--- src/design/cnt_pkg.sv ---
// ----------------------------------------------------------------------------
// cnt_pkg
// Shared constants and types for the code nesting tracker: command codes,
// character codes, the per-character class word and the queued item beat.
// ----------------------------------------------------------------------------
package cnt_pkg;

    // Counter width for the bracket depths and the colon line count
    localparam int COUNT_BITS = 16;

    // Width of the character input and of the reported fields
    localparam int CHAR_W = 16;
    localparam int OUT_W  = 16;

    // Front-to-back item queue
    localparam int QUEUE_DEPTH = 4;
    localparam int QUEUE_AW    = $clog2(QUEUE_DEPTH);

    // Command codes
    localparam logic [1:0] CMD_CHAR   = 2'd0;
    localparam logic [1:0] CMD_EOL    = 2'd1;
    localparam logic [1:0] CMD_FINAL  = 2'd2;
    localparam logic [1:0] CMD_UNUSED = 2'd3;

    // Character codes
    localparam logic [CHAR_W-1:0] CH_TAB     = 16'h0009;
    localparam logic [CHAR_W-1:0] CH_CR      = 16'h000D;
    localparam logic [CHAR_W-1:0] CH_SPACE   = 16'h0020;
    localparam logic [CHAR_W-1:0] CH_DQUOTE  = 16'h0022;
    localparam logic [CHAR_W-1:0] CH_HASH    = 16'h0023;
    localparam logic [CHAR_W-1:0] CH_SQUOTE  = 16'h0027;
    localparam logic [CHAR_W-1:0] CH_LROUND  = 16'h0028;
    localparam logic [CHAR_W-1:0] CH_RROUND  = 16'h0029;
    localparam logic [CHAR_W-1:0] CH_COLON   = 16'h003A;
    localparam logic [CHAR_W-1:0] CH_LSQUARE = 16'h005B;
    localparam logic [CHAR_W-1:0] CH_BSLASH  = 16'h005C;
    localparam logic [CHAR_W-1:0] CH_RSQUARE = 16'h005D;
    localparam logic [CHAR_W-1:0] CH_LCURLY  = 16'h007B;
    localparam logic [CHAR_W-1:0] CH_RCURLY  = 16'h007D;

    // One-hot-ish class of a character; the back end never sees the code
    typedef struct packed {
        logic ws;       // ASCII whitespace
        logic sp_tab;   // space or tab
        logic sq;       // single quote
        logic dq;       // double quote
        logic hash;
        logic colon;
        logic lround;
        logic rround;
        logic lcurly;
        logic rcurly;
        logic lsquare;
        logic rsquare;
        logic bslash;
    } char_class_t;

    // Beat moved through the item queue
    typedef struct packed {
        logic [1:0]  cmd;
        char_class_t cls;
    } item_t;

endpackage

--- src/design/code_nesting_tracker_unit.sv ---
// ----------------------------------------------------------------------------
// code_nesting_tracker_unit
// Bracket, string, comment and colon tracker for Python-like source text.
//
// Input channel (push/full): one beat per character (cmd 0 with ch), per
// line end (cmd 1) or per final line end (cmd 2); cmd 3 beats are dropped.
// Result channel (empty/pop): one beat per final line end carrying curly and
// round depth, colon line count and the string and comment flags; the
// tracker then starts over from its reset state.
// Throughput: one input beat per cycle while full stays low; the back end
// applies each queued item as it is taken. A result passes from the input
// stage through the item queue into the result register, and waits longer
// if the queue holds earlier beats.
// Reset clears all counters and flags, empties the queue and the result
// register. While a result waits unpopped, character and line beats keep
// flowing; a further final-line beat waits in the queue until the pending
// result is popped, and full rises once the queue and input stage fill.
// ----------------------------------------------------------------------------
module code_nesting_tracker_unit
(
    input  logic                               clk,
    input  logic                               rst_n,
    input  logic                               push,
    output logic                               full,
    input  logic [1:0]                         cmd,
    input  logic [cnt_pkg::CHAR_W-1:0]         ch,
    output logic                               empty,
    input  logic                               pop,
    output logic signed [cnt_pkg::OUT_W-1:0]   curly_depth,
    output logic signed [cnt_pkg::OUT_W-1:0]   round_depth,
    output logic [cnt_pkg::OUT_W-1:0]          colon_lines,
    output logic                               in_string,
    output logic                               in_comment
);
    import cnt_pkg::*;

    logic  q_wr;
    logic  q_full;
    item_t q_wr_data;
    item_t q_rd_data;
    logic  q_empty;
    logic  q_pop;

    cnt_front u_front
    (
        .clk    (clk),
        .rst_n  (rst_n),
        .push   (push),
        .full   (full),
        .cmd    (cmd),
        .ch     (ch),
        .q_wr   (q_wr),
        .q_data (q_wr_data),
        .q_full (q_full)
    );

    cnt_queue u_queue
    (
        .clk     (clk),
        .rst_n   (rst_n),
        .wr_en   (q_wr),
        .wr_data (q_wr_data),
        .full    (q_full),
        .rd_en   (q_pop),
        .rd_data (q_rd_data),
        .empty   (q_empty)
    );

    cnt_back u_back
    (
        .clk         (clk),
        .rst_n       (rst_n),
        .q_data      (q_rd_data),
        .q_empty     (q_empty),
        .q_pop       (q_pop),
        .pop         (pop),
        .empty       (empty),
        .curly_depth (curly_depth),
        .round_depth (round_depth),
        .colon_lines (colon_lines),
        .in_string   (in_string),
        .in_comment  (in_comment)
    );

endmodule

--- src/design/cnt_front.sv ---
// ----------------------------------------------------------------------------
// cnt_front
// Input stage: accepts command beats, classifies the character and drops
// unused commands, then hands classified items to the item queue.
// ----------------------------------------------------------------------------
module cnt_front
(
    input  logic                        clk,
    input  logic                        rst_n,
    input  logic                        push,
    output logic                        full,
    input  logic [1:0]                  cmd,
    input  logic [cnt_pkg::CHAR_W-1:0]  ch,
    output logic                        q_wr,
    output cnt_pkg::item_t              q_data,
    input  logic                        q_full
);
    import cnt_pkg::*;

    logic  valid_reg;
    logic  valid_next;
    item_t item_reg;
    item_t item_next;
    logic  ready;
    logic  accept;

    // Character classifier
    function automatic char_class_t classify(logic [CHAR_W-1:0] c);
        char_class_t k;
        k.ws      = (c == CH_SPACE) || ((c >= CH_TAB) && (c <= CH_CR));
        k.sp_tab  = (c == CH_SPACE) || (c == CH_TAB);
        k.sq      = (c == CH_SQUOTE);
        k.dq      = (c == CH_DQUOTE);
        k.hash    = (c == CH_HASH);
        k.colon   = (c == CH_COLON);
        k.lround  = (c == CH_LROUND);
        k.rround  = (c == CH_RROUND);
        k.lcurly  = (c == CH_LCURLY);
        k.rcurly  = (c == CH_RCURLY);
        k.lsquare = (c == CH_LSQUARE);
        k.rsquare = (c == CH_RSQUARE);
        k.bslash  = (c == CH_BSLASH);
        return k;
    endfunction

    // Handshake: stage frees up whenever the queue takes its beat
    assign q_wr   = valid_reg && !q_full;
    assign ready  = !valid_reg || !q_full;
    assign full   = !ready;
    assign accept = push && ready;
    assign q_data = item_reg;

    // Next stage contents; unused commands are consumed here
    always_comb
    begin
        valid_next = valid_reg;
        item_next  = item_reg;
        if (accept && (cmd != CMD_UNUSED))
        begin
            valid_next    = 1'b1;
            item_next.cmd = cmd;
            item_next.cls = classify(ch);
        end
        else if (q_wr)
        begin
            valid_next = 1'b0;
        end
    end

    always_ff @(posedge clk or negedge rst_n)
    begin
        if (!rst_n)
        begin
            valid_reg <= 1'b0;
        end
        else
        begin
            valid_reg <= valid_next;
        end
    end

    always_ff @(posedge clk)
    begin
        item_reg <= item_next;
    end

endmodule

--- src/design/cnt_queue.sv ---
// ----------------------------------------------------------------------------
// cnt_queue
// Small show-ahead queue of classified items between front and back end.
// ----------------------------------------------------------------------------
module cnt_queue
(
    input  logic           clk,
    input  logic           rst_n,
    input  logic           wr_en,
    input  cnt_pkg::item_t wr_data,
    output logic           full,
    input  logic           rd_en,
    output cnt_pkg::item_t rd_data,
    output logic           empty
);
    import cnt_pkg::*;

    item_t               mem_reg [QUEUE_DEPTH];
    logic [QUEUE_AW-1:0] wr_ptr_reg;
    logic [QUEUE_AW-1:0] wr_ptr_next;
    logic [QUEUE_AW-1:0] rd_ptr_reg;
    logic [QUEUE_AW-1:0] rd_ptr_next;
    logic [QUEUE_AW:0]   count_reg;
    logic [QUEUE_AW:0]   count_next;
    logic                do_wr;
    logic                do_rd;

    // Pointer wrap that does not rely on a power-of-two depth
    function automatic logic [QUEUE_AW-1:0] ptr_inc(logic [QUEUE_AW-1:0] p);
        return (p == QUEUE_AW'(QUEUE_DEPTH - 1)) ? '0 : p + 1'b1;
    endfunction

    assign full    = (count_reg == (QUEUE_AW + 1)'(QUEUE_DEPTH));
    assign empty   = (count_reg == '0);
    assign do_wr   = wr_en && !full;
    assign do_rd   = rd_en && !empty;
    assign rd_data = mem_reg[rd_ptr_reg];

    // Pointer and fill update
    always_comb
    begin
        wr_ptr_next = do_wr ? ptr_inc(wr_ptr_reg) : wr_ptr_reg;
        rd_ptr_next = do_rd ? ptr_inc(rd_ptr_reg) : rd_ptr_reg;
        count_next  = count_reg;
        if (do_wr && !do_rd)
        begin
            count_next = count_reg + 1'b1;
        end
        else if (do_rd && !do_wr)
        begin
            count_next = count_reg - 1'b1;
        end
    end

    always_ff @(posedge clk or negedge rst_n)
    begin
        if (!rst_n)
        begin
            wr_ptr_reg <= '0;
            rd_ptr_reg <= '0;
            count_reg  <= '0;
        end
        else
        begin
            wr_ptr_reg <= wr_ptr_next;
            rd_ptr_reg <= rd_ptr_next;
            count_reg  <= count_next;
        end
    end

    // Entry storage
    always_ff @(posedge clk)
    begin
        if (do_wr)
        begin
            mem_reg[wr_ptr_reg] <= wr_data;
        end
    end

endmodule

--- src/design/cnt_back.sv ---
// ----------------------------------------------------------------------------
// cnt_back
// Scanner: applies one queued item per cycle (a final one waits while a
// result is held) to lookahead, string, comment, counter and result state.
// ----------------------------------------------------------------------------
module cnt_back
(
    input  logic                               clk,
    input  logic                               rst_n,
    input  cnt_pkg::item_t                     q_data,
    input  logic                               q_empty,
    output logic                               q_pop,
    input  logic                               pop,
    output logic                               empty,
    output logic signed [cnt_pkg::OUT_W-1:0]   curly_depth,
    output logic signed [cnt_pkg::OUT_W-1:0]   round_depth,
    output logic [cnt_pkg::OUT_W-1:0]          colon_lines,
    output logic                               in_string,
    output logic                               in_comment
);
    import cnt_pkg::*;

    typedef logic signed [COUNT_BITS-1:0] depth_t;
    typedef logic [COUNT_BITS-1:0]        count_t;

    localparam depth_t DEPTH_MAX = {1'b0, {(COUNT_BITS - 1){1'b1}}};
    localparam depth_t DEPTH_MIN = {1'b1, {(COUNT_BITS - 1){1'b0}}};

    // Complete scanner state
    typedef struct packed {
        char_class_t la0;
        char_class_t la1;
        logic [1:0]  la_fill;
        logic        prev_bslash;
        logic        line_started;
        logic        block_open;
        logic        block_dq;
        logic        string_open;
        logic        string_dq;
        logic        line_in_comment;
        logic        line_has_colon;
        logic        colon_blocked;
        depth_t      curly_count;
        depth_t      round_count;
        count_t      colon_count;
        logic        string_flag;
        logic        comment_flag;
        logic        line_all_blank;
        logic        line_leads_blank;
        logic        ws_pending;
    } scan_t;

    scan_t st_reg;
    scan_t st_next;
    scan_t fin;
    logic  out_valid_reg;
    logic  out_valid_next;
    logic  take;
    logic  emit;

    logic signed [OUT_W-1:0] curly_reg;
    logic signed [OUT_W-1:0] round_reg;
    logic [OUT_W-1:0]        colon_reg;
    logic                    string_reg;
    logic                    comment_reg;

    function automatic scan_t reset_state();
        scan_t r;
        r = '0;
        r.line_all_blank = 1'b1;
        return r;
    endfunction

    function automatic scan_t clear_line(scan_t s);
        scan_t r;
        r = s;
        r.la0              = '0;
        r.la1              = '0;
        r.la_fill          = 2'd0;
        r.prev_bslash      = 1'b0;
        r.line_started     = 1'b0;
        r.line_in_comment  = 1'b0;
        r.line_has_colon   = 1'b0;
        r.line_all_blank   = 1'b1;
        r.line_leads_blank = 1'b0;
        r.ws_pending       = 1'b0;
        return r;
    endfunction

    // Saturating depth step
    function automatic depth_t depth_step(depth_t v, logic inc, logic dec);
        depth_t r;
        r = v;
        if (inc && (v != DEPTH_MAX))
        begin
            r = v + depth_t'(1);
        end
        else if (dec && (v != DEPTH_MIN))
        begin
            r = v - depth_t'(1);
        end
        return r;
    endfunction

    function automatic logic [OUT_W-1:0] depth_out(depth_t v);
        logic signed [31:0] w;
        w = 32'(v);
        return w[OUT_W-1:0];
    endfunction

    function automatic logic [OUT_W-1:0] count_out(count_t v);
        logic [31:0] w;
        w = 32'(v);
        return w[OUT_W-1:0];
    endfunction

    // Scan of one character that left the lookahead
    function automatic scan_t scan_plain(scan_t s, char_class_t c);
        scan_t r;
        r = s;
        if (!c.ws && r.ws_pending)
        begin
            r.comment_flag = r.line_in_comment;
            r.ws_pending   = 1'b0;
        end
        if (!r.block_open)
        begin
            if (c.sq || c.dq)
            begin
                if (!r.string_open)
                begin
                    r.string_open = 1'b1;
                    r.string_dq   = c.dq;
                end
                else if ((r.string_dq == c.dq) && r.line_started && !r.prev_bslash)
                begin
                    r.string_open = 1'b0;
                end
            end
            r.string_flag = r.string_open;
            if (!r.string_open)
            begin
                if (c.hash)
                begin
                    r.line_in_comment = 1'b1;
                end
                if (c.ws)
                begin
                    r.ws_pending = 1'b1;
                end
                else
                begin
                    r.comment_flag = r.line_in_comment;
                end
                if (!r.line_in_comment)
                begin
                    if (!r.colon_blocked && c.colon)
                    begin
                        r.line_has_colon = 1'b1;
                    end
                    if (c.lround || c.rround)
                    begin
                        r.round_count = depth_step(r.round_count, c.lround, c.rround);
                    end
                    else if (c.lcurly || c.rcurly)
                    begin
                        r.curly_count   = depth_step(r.curly_count, c.lcurly, c.rcurly);
                        r.colon_blocked = c.lcurly;
                    end
                    else if (c.lsquare || c.rsquare)
                    begin
                        r.colon_blocked = c.lsquare;
                    end
                end
            end
        end
        r.prev_bslash  = c.bslash;
        r.line_started = 1'b1;
        return r;
    endfunction

    // New character: fill lookahead, or check for a triple quote, else scan la0
    function automatic scan_t take_char(scan_t s, char_class_t c);
        scan_t r;
        logic  triple;
        r = s;
        if ((r.la_fill == 2'd0) && !r.line_started)
        begin
            r.line_leads_blank = c.sp_tab;
        end
        if (!c.ws)
        begin
            r.line_all_blank = 1'b0;
        end
        triple = ((s.la0.sq && s.la1.sq && c.sq) || (s.la0.dq && s.la1.dq && c.dq))
                 && (!s.block_open || (s.la0.dq == s.block_dq));
        if (r.la_fill != 2'd2)
        begin
            if (r.la_fill == 2'd0)
            begin
                r.la0 = c;
            end
            else
            begin
                r.la1 = c;
            end
            r.la_fill = r.la_fill + 2'd1;
        end
        else if (triple)
        begin
            if (r.ws_pending)
            begin
                r.comment_flag = r.line_in_comment;
                r.ws_pending   = 1'b0;
            end
            r.block_open   = !s.block_open;
            r.block_dq     = !s.block_open && s.la0.dq;
            r.prev_bslash  = c.bslash;
            r.line_started = 1'b1;
            r.la_fill      = 2'd0;
        end
        else
        begin
            r     = scan_plain(r, s.la0);
            r.la0 = s.la1;
            r.la1 = c;
        end
        return r;
    endfunction

    // Line end: drain lookahead, settle comment flag and colon count
    function automatic scan_t finish_line(scan_t s, logic final_line);
        scan_t r;
        r = s;
        if (s.la_fill != 2'd0)
        begin
            r = scan_plain(r, s.la0);
        end
        if (s.la_fill == 2'd2)
        begin
            r = scan_plain(r, s.la1);
        end
        if (r.ws_pending && r.line_all_blank && r.line_leads_blank)
        begin
            r.comment_flag = r.line_in_comment;
        end
        if (r.line_has_colon && (r.colon_count != '1))
        begin
            r.colon_count = r.colon_count + 1'b1;
        end
        if (final_line && r.line_all_blank && !r.line_leads_blank && !r.block_open)
        begin
            r.colon_count = '0;
        end
        return r;
    endfunction

    // Only a final-line item needs room in the result register
    assign take  = !q_empty && ((q_data.cmd != CMD_FINAL) || !out_valid_reg || pop);
    assign q_pop = take;
    assign emit  = take && (q_data.cmd == CMD_FINAL);
    assign fin   = finish_line(st_reg, q_data.cmd == CMD_FINAL);

    // Scanner state update
    always_comb
    begin
        st_next = st_reg;
        if (take)
        begin
            case (q_data.cmd)
                CMD_CHAR:  st_next = take_char(st_reg, q_data.cls);
                CMD_EOL:   st_next = clear_line(fin);
                CMD_FINAL: st_next = reset_state();
                default:   st_next = st_reg;
            endcase
        end
    end

    // Result register valid
    always_comb
    begin
        out_valid_next = out_valid_reg;
        if (emit)
        begin
            out_valid_next = 1'b1;
        end
        else if (pop)
        begin
            out_valid_next = 1'b0;
        end
    end

    always_ff @(posedge clk or negedge rst_n)
    begin
        if (!rst_n)
        begin
            st_reg        <= reset_state();
            out_valid_reg <= 1'b0;
        end
        else
        begin
            st_reg        <= st_next;
            out_valid_reg <= out_valid_next;
        end
    end

    // Result payload
    always_ff @(posedge clk)
    begin
        if (emit)
        begin
            curly_reg   <= depth_out(fin.curly_count);
            round_reg   <= depth_out(fin.round_count);
            colon_reg   <= count_out(fin.colon_count);
            string_reg  <= fin.string_flag;
            comment_reg <= fin.comment_flag;
        end
    end

    assign empty       = !out_valid_reg;
    assign curly_depth = curly_reg;
    assign round_depth = round_reg;
    assign colon_lines = colon_reg;
    assign in_string   = string_reg;
    assign in_comment  = comment_reg;

endmodule
--- config.mk ---
export PLATFORM = sky130hd
export DESIGN_NAME = code_nesting_tracker_unit
export DESIGN_NICKNAME = d
export VERILOG_FILES = /design/src/design/cnt_pkg.sv /design/src/design/code_nesting_tracker_unit.sv /design/src/design/cnt_front.sv /design/src/design/cnt_queue.sv /design/src/design/cnt_back.sv
export SDC_FILE = /design/constraint.sdc
export NUM_CORES = 1
export LEC_CHECK = 0
export BUFFER_PORTS_ARGS = -buffer_cell sky130_fd_sc_hd__buf_4
export CORE_AREA = 3 3 111 219
export CTS_CLUSTER_DIAMETER = 150
export DETAILED_ROUTE_END_ITERATION = 10
export DIE_AREA = 0 0 114 222
export MAX_ROUTING_LAYER = met4
export PLACE_DENSITY = 0.8
export SLEW_MARGIN = 0
export SYNTH_ARGS = -nofsm -noshare
export SYNTH_HDL_FRONTEND = slang
export SYNTH_SLANG_ARGS = --single-unit
--- constraint.sdc ---
create_clock -name clk -period 5.9 [get_ports clk]
set_input_delay 0.295 -clock clk [delete_from_list [all_inputs] [get_ports clk]]
set_output_delay 0.295 -clock clk [all_outputs]
set_load 0.005 [all_outputs]
Word level (Yosys, flattened, before mapping) --
Memory sizes are Yosys's and may differ from the RTL's. Index checks and enable logic that the tools add are counted.
Storage, ports and cells: logic and storage cells 329, bits in writable memories 60, output and inout port bits 52, memories 1, input bits 22, flip-flop bits (word level) 163
Operators by class: bitwise operators 1, muxes and demuxes 108, equality and inequality tests 45, order comparisons 2, add/sub/neg operators 14, reductions and logical operators 91
Memory list:
- u_queue.mem_reg | depth 4, width 15, rd ports 1, clocked after Yosys merged registers in 0, wr ports 1, RTL line cnt_queue.sv:18 | item_t mem_reg [QUEUE_DEPTH];
Operator list (number):
- 90-bit one-hot mux with 3 select lines | 1
- 16-bit 2-to-1 mux | 14
- 16-bit != test (second input constant) | 9
- 62-bit 2-to-1 mux | 2
- 16-bit by 6-bit equality test with 1-bit output (second input constant) | 7
- 37-bit 2-to-1 mux | 3
- 35-bit 2-to-1 mux | 3
- 34-bit 2-to-1 mux | 3
- 16-bit by 7-bit equality test with 1-bit output (second input constant) | 5
- 16-bit by 2-bit adder with 16-bit output (second input constant) | 4
- 16-bit by 2-bit subtractor with 16-bit output (second input constant) | 4
- 58-bit 2-to-1 mux | 1
- 1-bit 2-to-1 mux | 56
- 54-bit 2-to-1 mux | 1
- 1-bit logical AND | 39
- 17-bit 2-to-1 mux | 2
- 2-bit 2-to-1 mux | 15
- 28-bit 2-to-1 mux | 1
- 13-bit 2-to-1 mux | 2
- 26-bit 2-to-1 mux | 1
- 1-bit zero test | 17
- 16-bit by 1-bit adder with 16-bit output (second input constant) | 1
- 16-bit by 4-bit equality test with 1-bit output (second input constant) | 1
- 16-bit by 4-bit greater-or-equal comparator with 1-bit output (second input constant) | 1
- other kinds (27) | 68

Depth between registers and ports, before layout --
word-level depth 35, mapped depth 20, gate-level depth less buffers 17

Cells and area by module --
From an unflattened synthesis, not the netlist that was laid out.
Second synthesis, totals: cell total of the unflattened synthesis 1464, area total of the unflattened synthesis 14268.7 µm²
Modules (own cells, without submodules):
- cnt_back | seq. area each 3729.8 µm², times used 1, area each 10849.2 µm², cells each 1284
- cnt_queue | seq. area each 1976.9 µm², times used 1, area each 2628.8 µm², cells each 116
- cnt_front | seq. area each 475.5 µm², times used 1, area each 790.8 µm², cells each 64

Worst setup path after synthesis --
Ideal clock, no wire load.
kind reg-to-reg, start register u_back.st_reg[49] (netlist bit), end register u_back.st_reg[41] (netlist bit), cell stages (with the launch flop) 17, data required time 5.781 ns, setup slack 1.805 ns, path buffers 2, data arrival time 3.976 ns, period minus slack after synthesis 4.095 ns, setup time 0.119 ns, path through dfrtp_1 -> buf_2 -> or3_1 -> clkbuf_1 -> o41ai_1 -> a211oi_1 -> xnor2_1 -> inv_1 -> ha_1 -> nand3_1 -> o311ai_2 -> and3_4 -> a21oi_2 -> or4_1 -> a21oi_1 -> xor2_1 -> a21bo_1
RTL lines:
- start: declaration | RTL line cnt_back.sv:53 | scan_t st_reg;
- start signal: assignment | RTL line cnt_back.sv:297 | st_reg <= reset_state();
- start signal: assignment | RTL line cnt_back.sv:302 | st_reg <= st_next;

==> Implementation_results.wiki <==
{| class="wikitable"
! Metric !! Value
|-
| Run status || finished, final reports clean
|-
| Area fraction of the dominant cell type after synthesis || 0.267
|-
| Kind of launch point of the worst setup path || flop
|-
| I/O pin cnt || 74
|-
| Hold violation count in the final report || 0
|-
| Cts bufs inserted || 21
|-
| Largest cells by area after synthesis || sky130_fd_sc_hd__edfxtp_1, sky130_fd_sc_hd__dfrtp_1, sky130_fd_sc_hd__nand2_1, sky130_fd_sc_hd__nor2_1, sky130_fd_sc_hd__xnor2_1
|-
| Share of power burned in the clock network || 0.155
|-
| Internal Power || 0.00460 W
|-
| Most common cell type on the critical path || sky130_fd_sc_hd__ha_1
|-
| Path class of the lowest-slack min-delay path || in2reg
|-
| Count of buffers inserted at the top-level ports || 73
|-
| Arrival @ worst endpoint || 5.40 ns
|-
| Floorplan Core Area || between 0.02 and 0.025 mm^2
|-
| Share of total power in sequential cells || 0.317
|-
| Number of detailed-routing iterations run before antenna repair || 6
|-
| Count of unique library cells instantiated by Yosys || 110
|-
| Number of synthesized flops with an enable pin || about 130
|-
| Worst Setup End Kind || flop
|-
| Total Negative Setup Slacks || 0 ns
|-
| Logic gate share of total power || 0.528
|-
| Die H || 222 um
|-
| Maximum operating frequency || 203 MHz
|-
| Drc violations || 0
|-
| Leakage power figure || roughly 5.9 nW
|-
| Max-slew violation count || 0
|-
| Clk Latency, worst-skew pair || 0.52 ns
|-
| Peak fanout along the critical path || 15
|-
| Worst IR Drop VDD || 463 uV
|-
| # Max-Cap Violations || 0
|-
| Max FFs per register || slightly below 90
|-
| R2r worst-path depth || 17
|-
| Storage element area || 0.00618 mm^2
|-
| Via count of the first global-routing pass || 12.3k
|-
| Most instantiated flip-flop cell in the synthesis netlist || sky130_fd_sc_hd__edfxtp_1
|-
| Cell type with the largest total area after synthesis || sky130_fd_sc_hd__edfxtp_1
|-
| Starting density of the core || 0.615
|-
| Unrepaired setup endpoints after global routing || false
|-
| Pwr Total || 0.00890 W
|-
| Pwr Density || 573 mW/mm^2
|-
| Maximum number of pins on one net before global-route repair || 71
|-
| Number of DRC markers in iteration 0 || 1191
|-
| Area of the die || 0.0253 mm^2
|-
| Worst path cell trace || ha_1 -> and4b_1 -> nand4_1 -> buf_4 -> nand2_1 -> a211oi_1 -> xnor2_1 -> inv_1 -> ha_1 -> nand3_1 -> o311ai_2 -> and3_4 -> a21oi_2 -> or4_1 -> a21oi_1 -> xor2_1 -> a21bo_1
|-
| Avg Synthesized Cell Area || approximately 9.6 um^2
|-
| Number of synthesized register bits || 222
|-
| Num Clock Sinks || 222
|-
| Shortest period the worst path allows || 4.93 ns
|-
| CTS max path bufs || 3
|-
| Syn-to-layout area delta || 10.5%
|-
| Fraction of final layout cells with drive strength greater than 1 || 0.135
|-
| Net Count, Synth || ~1.5k
|-
| Net switching component of the power || 0.00429 W
|-
| Detailed Route WL || 44.0 mm
|-
| Crit path required time || 6.36 ns
|-
| FILL cells || 1766
|-
| DR WL/cell || 24.4 um
|-
| Async set-reset flop share out of synthesis || 0.437
|-
| Most used standard cell by instance count after synthesis || sky130_fd_sc_hd__nand2_1
|-
| Hold path cells || 3
|-
| Final number of setup-violating endpoints || 0
|-
| Footprint of the multi-input gates || ~0.0073 mm^2
|-
| Width of the chip || about 110 um
|-
| Crit path largest cell delay || 0.55 ns
|-
| Deepest level of the CTS H-tree || 1
|-
| Row count || 78
|-
| Vias after detailed routing || 12.5k
|-
| Root cell of the clock tree || sky130_fd_sc_hd__clkbuf_16
|-
| Proportion of synthesized chip area in sequential cells || 0.440
|-
| Clock tree from TritonCTS || done
|-
| Most numerous cell types in the synthesized netlist || sky130_fd_sc_hd__nand2_1, sky130_fd_sc_hd__nor2_1, sky130_fd_sc_hd__edfxtp_1, sky130_fd_sc_hd__dfrtp_1
|-
| Vias/cell || 6.93
|-
| Wire length of the first global-routing pass || slightly below 70 mm
|-
| Number of standard cells after synthesis || 1463
|-
| HPWL Detailed || around 32 mm
|-
| Crit-path slowest cell || sky130_fd_sc_hd__or4_1
|-
| Period Utilization, post-route || 0.836
|-
| Final cell utilization of the core || 0.679
|-
| GRT Util Overall || 0.357
|-
| Weighted congestion at the end of routability-driven global placement || 0.951
|-
| Number of antenna violations at the first check in global routing || 0
|-
| Worst Max-Slew Pin Slew || 1.26 ns
|-
| Switching power as a share of total power || 0.483
|-
| Final #Nets || ~1.6k
|-
| Syn Std Cell Area || 0.0140 mm^2
|-
| Total congestion overflow || 0
|-
| Category of the most critical setup path || reg2reg
|-
| Routed Antenna Nets || 0
|-
| Slew margin rel. || 0.152
|-
| Final worst clock skew || approximately 0.018 ns
|-
| Synth warnings || 0
|-
| Register clock-pin slew on the reported worst setup and hold paths || 0.07 ns
|}
[metal layers]
layer | up-vias | GRT usage | part of all wire
li1 | 5610 | - | -
met1 | 6034 | 0.394 | 0.34
met2 | 647 | 0.617 | 0.53
met3 | 200 | 0.0402 | 0.062
met4 | 0 | 0.195 | 0.070
met5 | - | - | 0
[per-stage QoR]
step	setup WS, ns	area (um^2)	hold WS [ns]	cells
2_1_floorplan	1.81	14000	-0.000591	1463
3_3_place_gp	1.15	14800	0.270	1761
3_5_place_dp	1.10	14800	0.267	1761
4_1_cts	1.07	15500	0.0119	1801
5_1_grt	0.697	15500	0.0490	1801
6_report	0.967	15500	0.0488	1802
[cell type report]
class,count,share of cell area
multi-input cells,1114,0.473
flip-flops and latches,222,0.399
repair buffers,105,0.0513
clock buffers,23,0.0344
well taps,280,0.0226
inverters,43,0.0104
clock inverters,14,0.00952
diodes,1,0.000161
[worst max-delay path: cells and delay by family, from the launching register on]
kind	cells	cell delay, ns
adder cells (fa/ha/maj)	2	0.54
flip-flops	1	0.48
AO/OA/AOI/OAI	5	1.43
XOR/XNOR	2	0.50
buffers and inverters	2	0.32
AND/OR/NAND/NOR	6	1.56
[path summary, 6_finish.rpt]
check | start | endpoint | slack, ns
max | u_back.st_reg[37] | u_back.st_reg[41] | 0.97
min | push | u_front.valid_reg | 0.05
max reg2reg | u_back.st_reg[37] | u_back.st_reg[41] | 0.97
min reg2reg | u_back.st_reg[79] | u_back.st_reg[79] | 0.50
max in group asynchronous | rst_n | u_back.st_reg[73] | 4.32
min in group asynchronous | rst_n | u_back.st_reg[24] | 0.26
[cell usage in the layout, fill, tap and decap left out, types with 6 or more instances in the layout]
cell | synthesis | final
sky130_fd_sc_hd__o211ai_1 | 14 | 14
sky130_fd_sc_hd__nand3_1 | 45 | 45
sky130_fd_sc_hd__nor3_1 | 38 | 38
sky130_fd_sc_hd__dfrtp_1 | 96 | 96
sky130_fd_sc_hd__o21ai_0 | 81 | 81
sky130_fd_sc_hd__nor2_1 | 134 | 134
sky130_fd_sc_hd__a21oi_1 | 81 | 81
sky130_fd_sc_hd__nand2_1 | 152 | 152
sky130_fd_sc_hd__o2111ai_1 | 8 | 8
sky130_fd_sc_hd__nor3b_1 | 10 | 10
sky130_fd_sc_hd__nor4_1 | 32 | 32
sky130_fd_sc_hd__or4_1 | 10 | 10
sky130_fd_sc_hd__inv_1 | 40 | 40
sky130_fd_sc_hd__edfxtp_1 | 125 | 125
sky130_fd_sc_hd__ha_1 | 20 | 19
sky130_fd_sc_hd__xnor2_1 | 48 | 48
sky130_fd_sc_hd__a211oi_1 | 18 | 18
sky130_fd_sc_hd__and4_1 | 7 | 7
sky130_fd_sc_hd__nand2b_1 | 12 | 12
sky130_fd_sc_hd__nor2b_1 | 7 | 7
sky130_fd_sc_hd__o21a_1 | 9 | 9
sky130_fd_sc_hd__a31oi_1 | 14 | 14
sky130_fd_sc_hd__or3_1 | 10 | 10
sky130_fd_sc_hd__a21o_1 | 16 | 16
sky130_fd_sc_hd__and3_1 | 22 | 22
sky130_fd_sc_hd__xor2_1 | 34 | 34
sky130_fd_sc_hd__or2_2 | 7 | 7
sky130_fd_sc_hd__o31ai_1 | 25 | 25
sky130_fd_sc_hd__o22ai_1 | 8 | 8
sky130_fd_sc_hd__mux2i_1 | 15 | 15
sky130_fd_sc_hd__a221o_1 | 12 | 12
sky130_fd_sc_hd__nand4_1 | 35 | 35
sky130_fd_sc_hd__o21ai_1 | 22 | 21
sky130_fd_sc_hd__clkbuf_16 | 0 | 21
sky130_fd_sc_hd__mux4_2 | 15 | 15
sky130_fd_sc_hd__a22oi_1 | 7 | 7
sky130_fd_sc_hd__and2_1 | 18 | 17
sky130_fd_sc_hd__buf_4 | 8 | 102
sky130_fd_sc_hd__nor4b_1 | 6 | 6
[cell families (layout without fill, tap and decap cells)]
logic type	Yosys count	count (layout)	synth area share
compound gates	393	393	0.191
xor+xnor	83	83	0.0523
fa+ha+maj	21	21	0.0193
buf+inv	127	185	0.0383
flops	222	222	0.440
mux	35	35	0.0388
other cells	0	1	0
simple gates	582	582	0.220
[power groups by stage]
stage	Clock, W	Sequential (W)	Combinational (W)
4_1_cts	0.00139	0.00280	0.00460
3_3_place_gp	0	0.00280	0.00447
2_1_floorplan	0	0.00248	0.00329
5_1_grt	0.00144	0.00288	0.00507
6_report	0.00138	0.00282	0.00470
3_5_place_dp	0	0.00282	0.00456
[repair_timing]
action                    4_1_cts  5_1_grt
hold buffers                    3        0
gates resized for setup         0        0
buffers inserted                0        0
hold endpoints to repair       29        0
No activity file was read; power rests on OpenSTA's default activity.
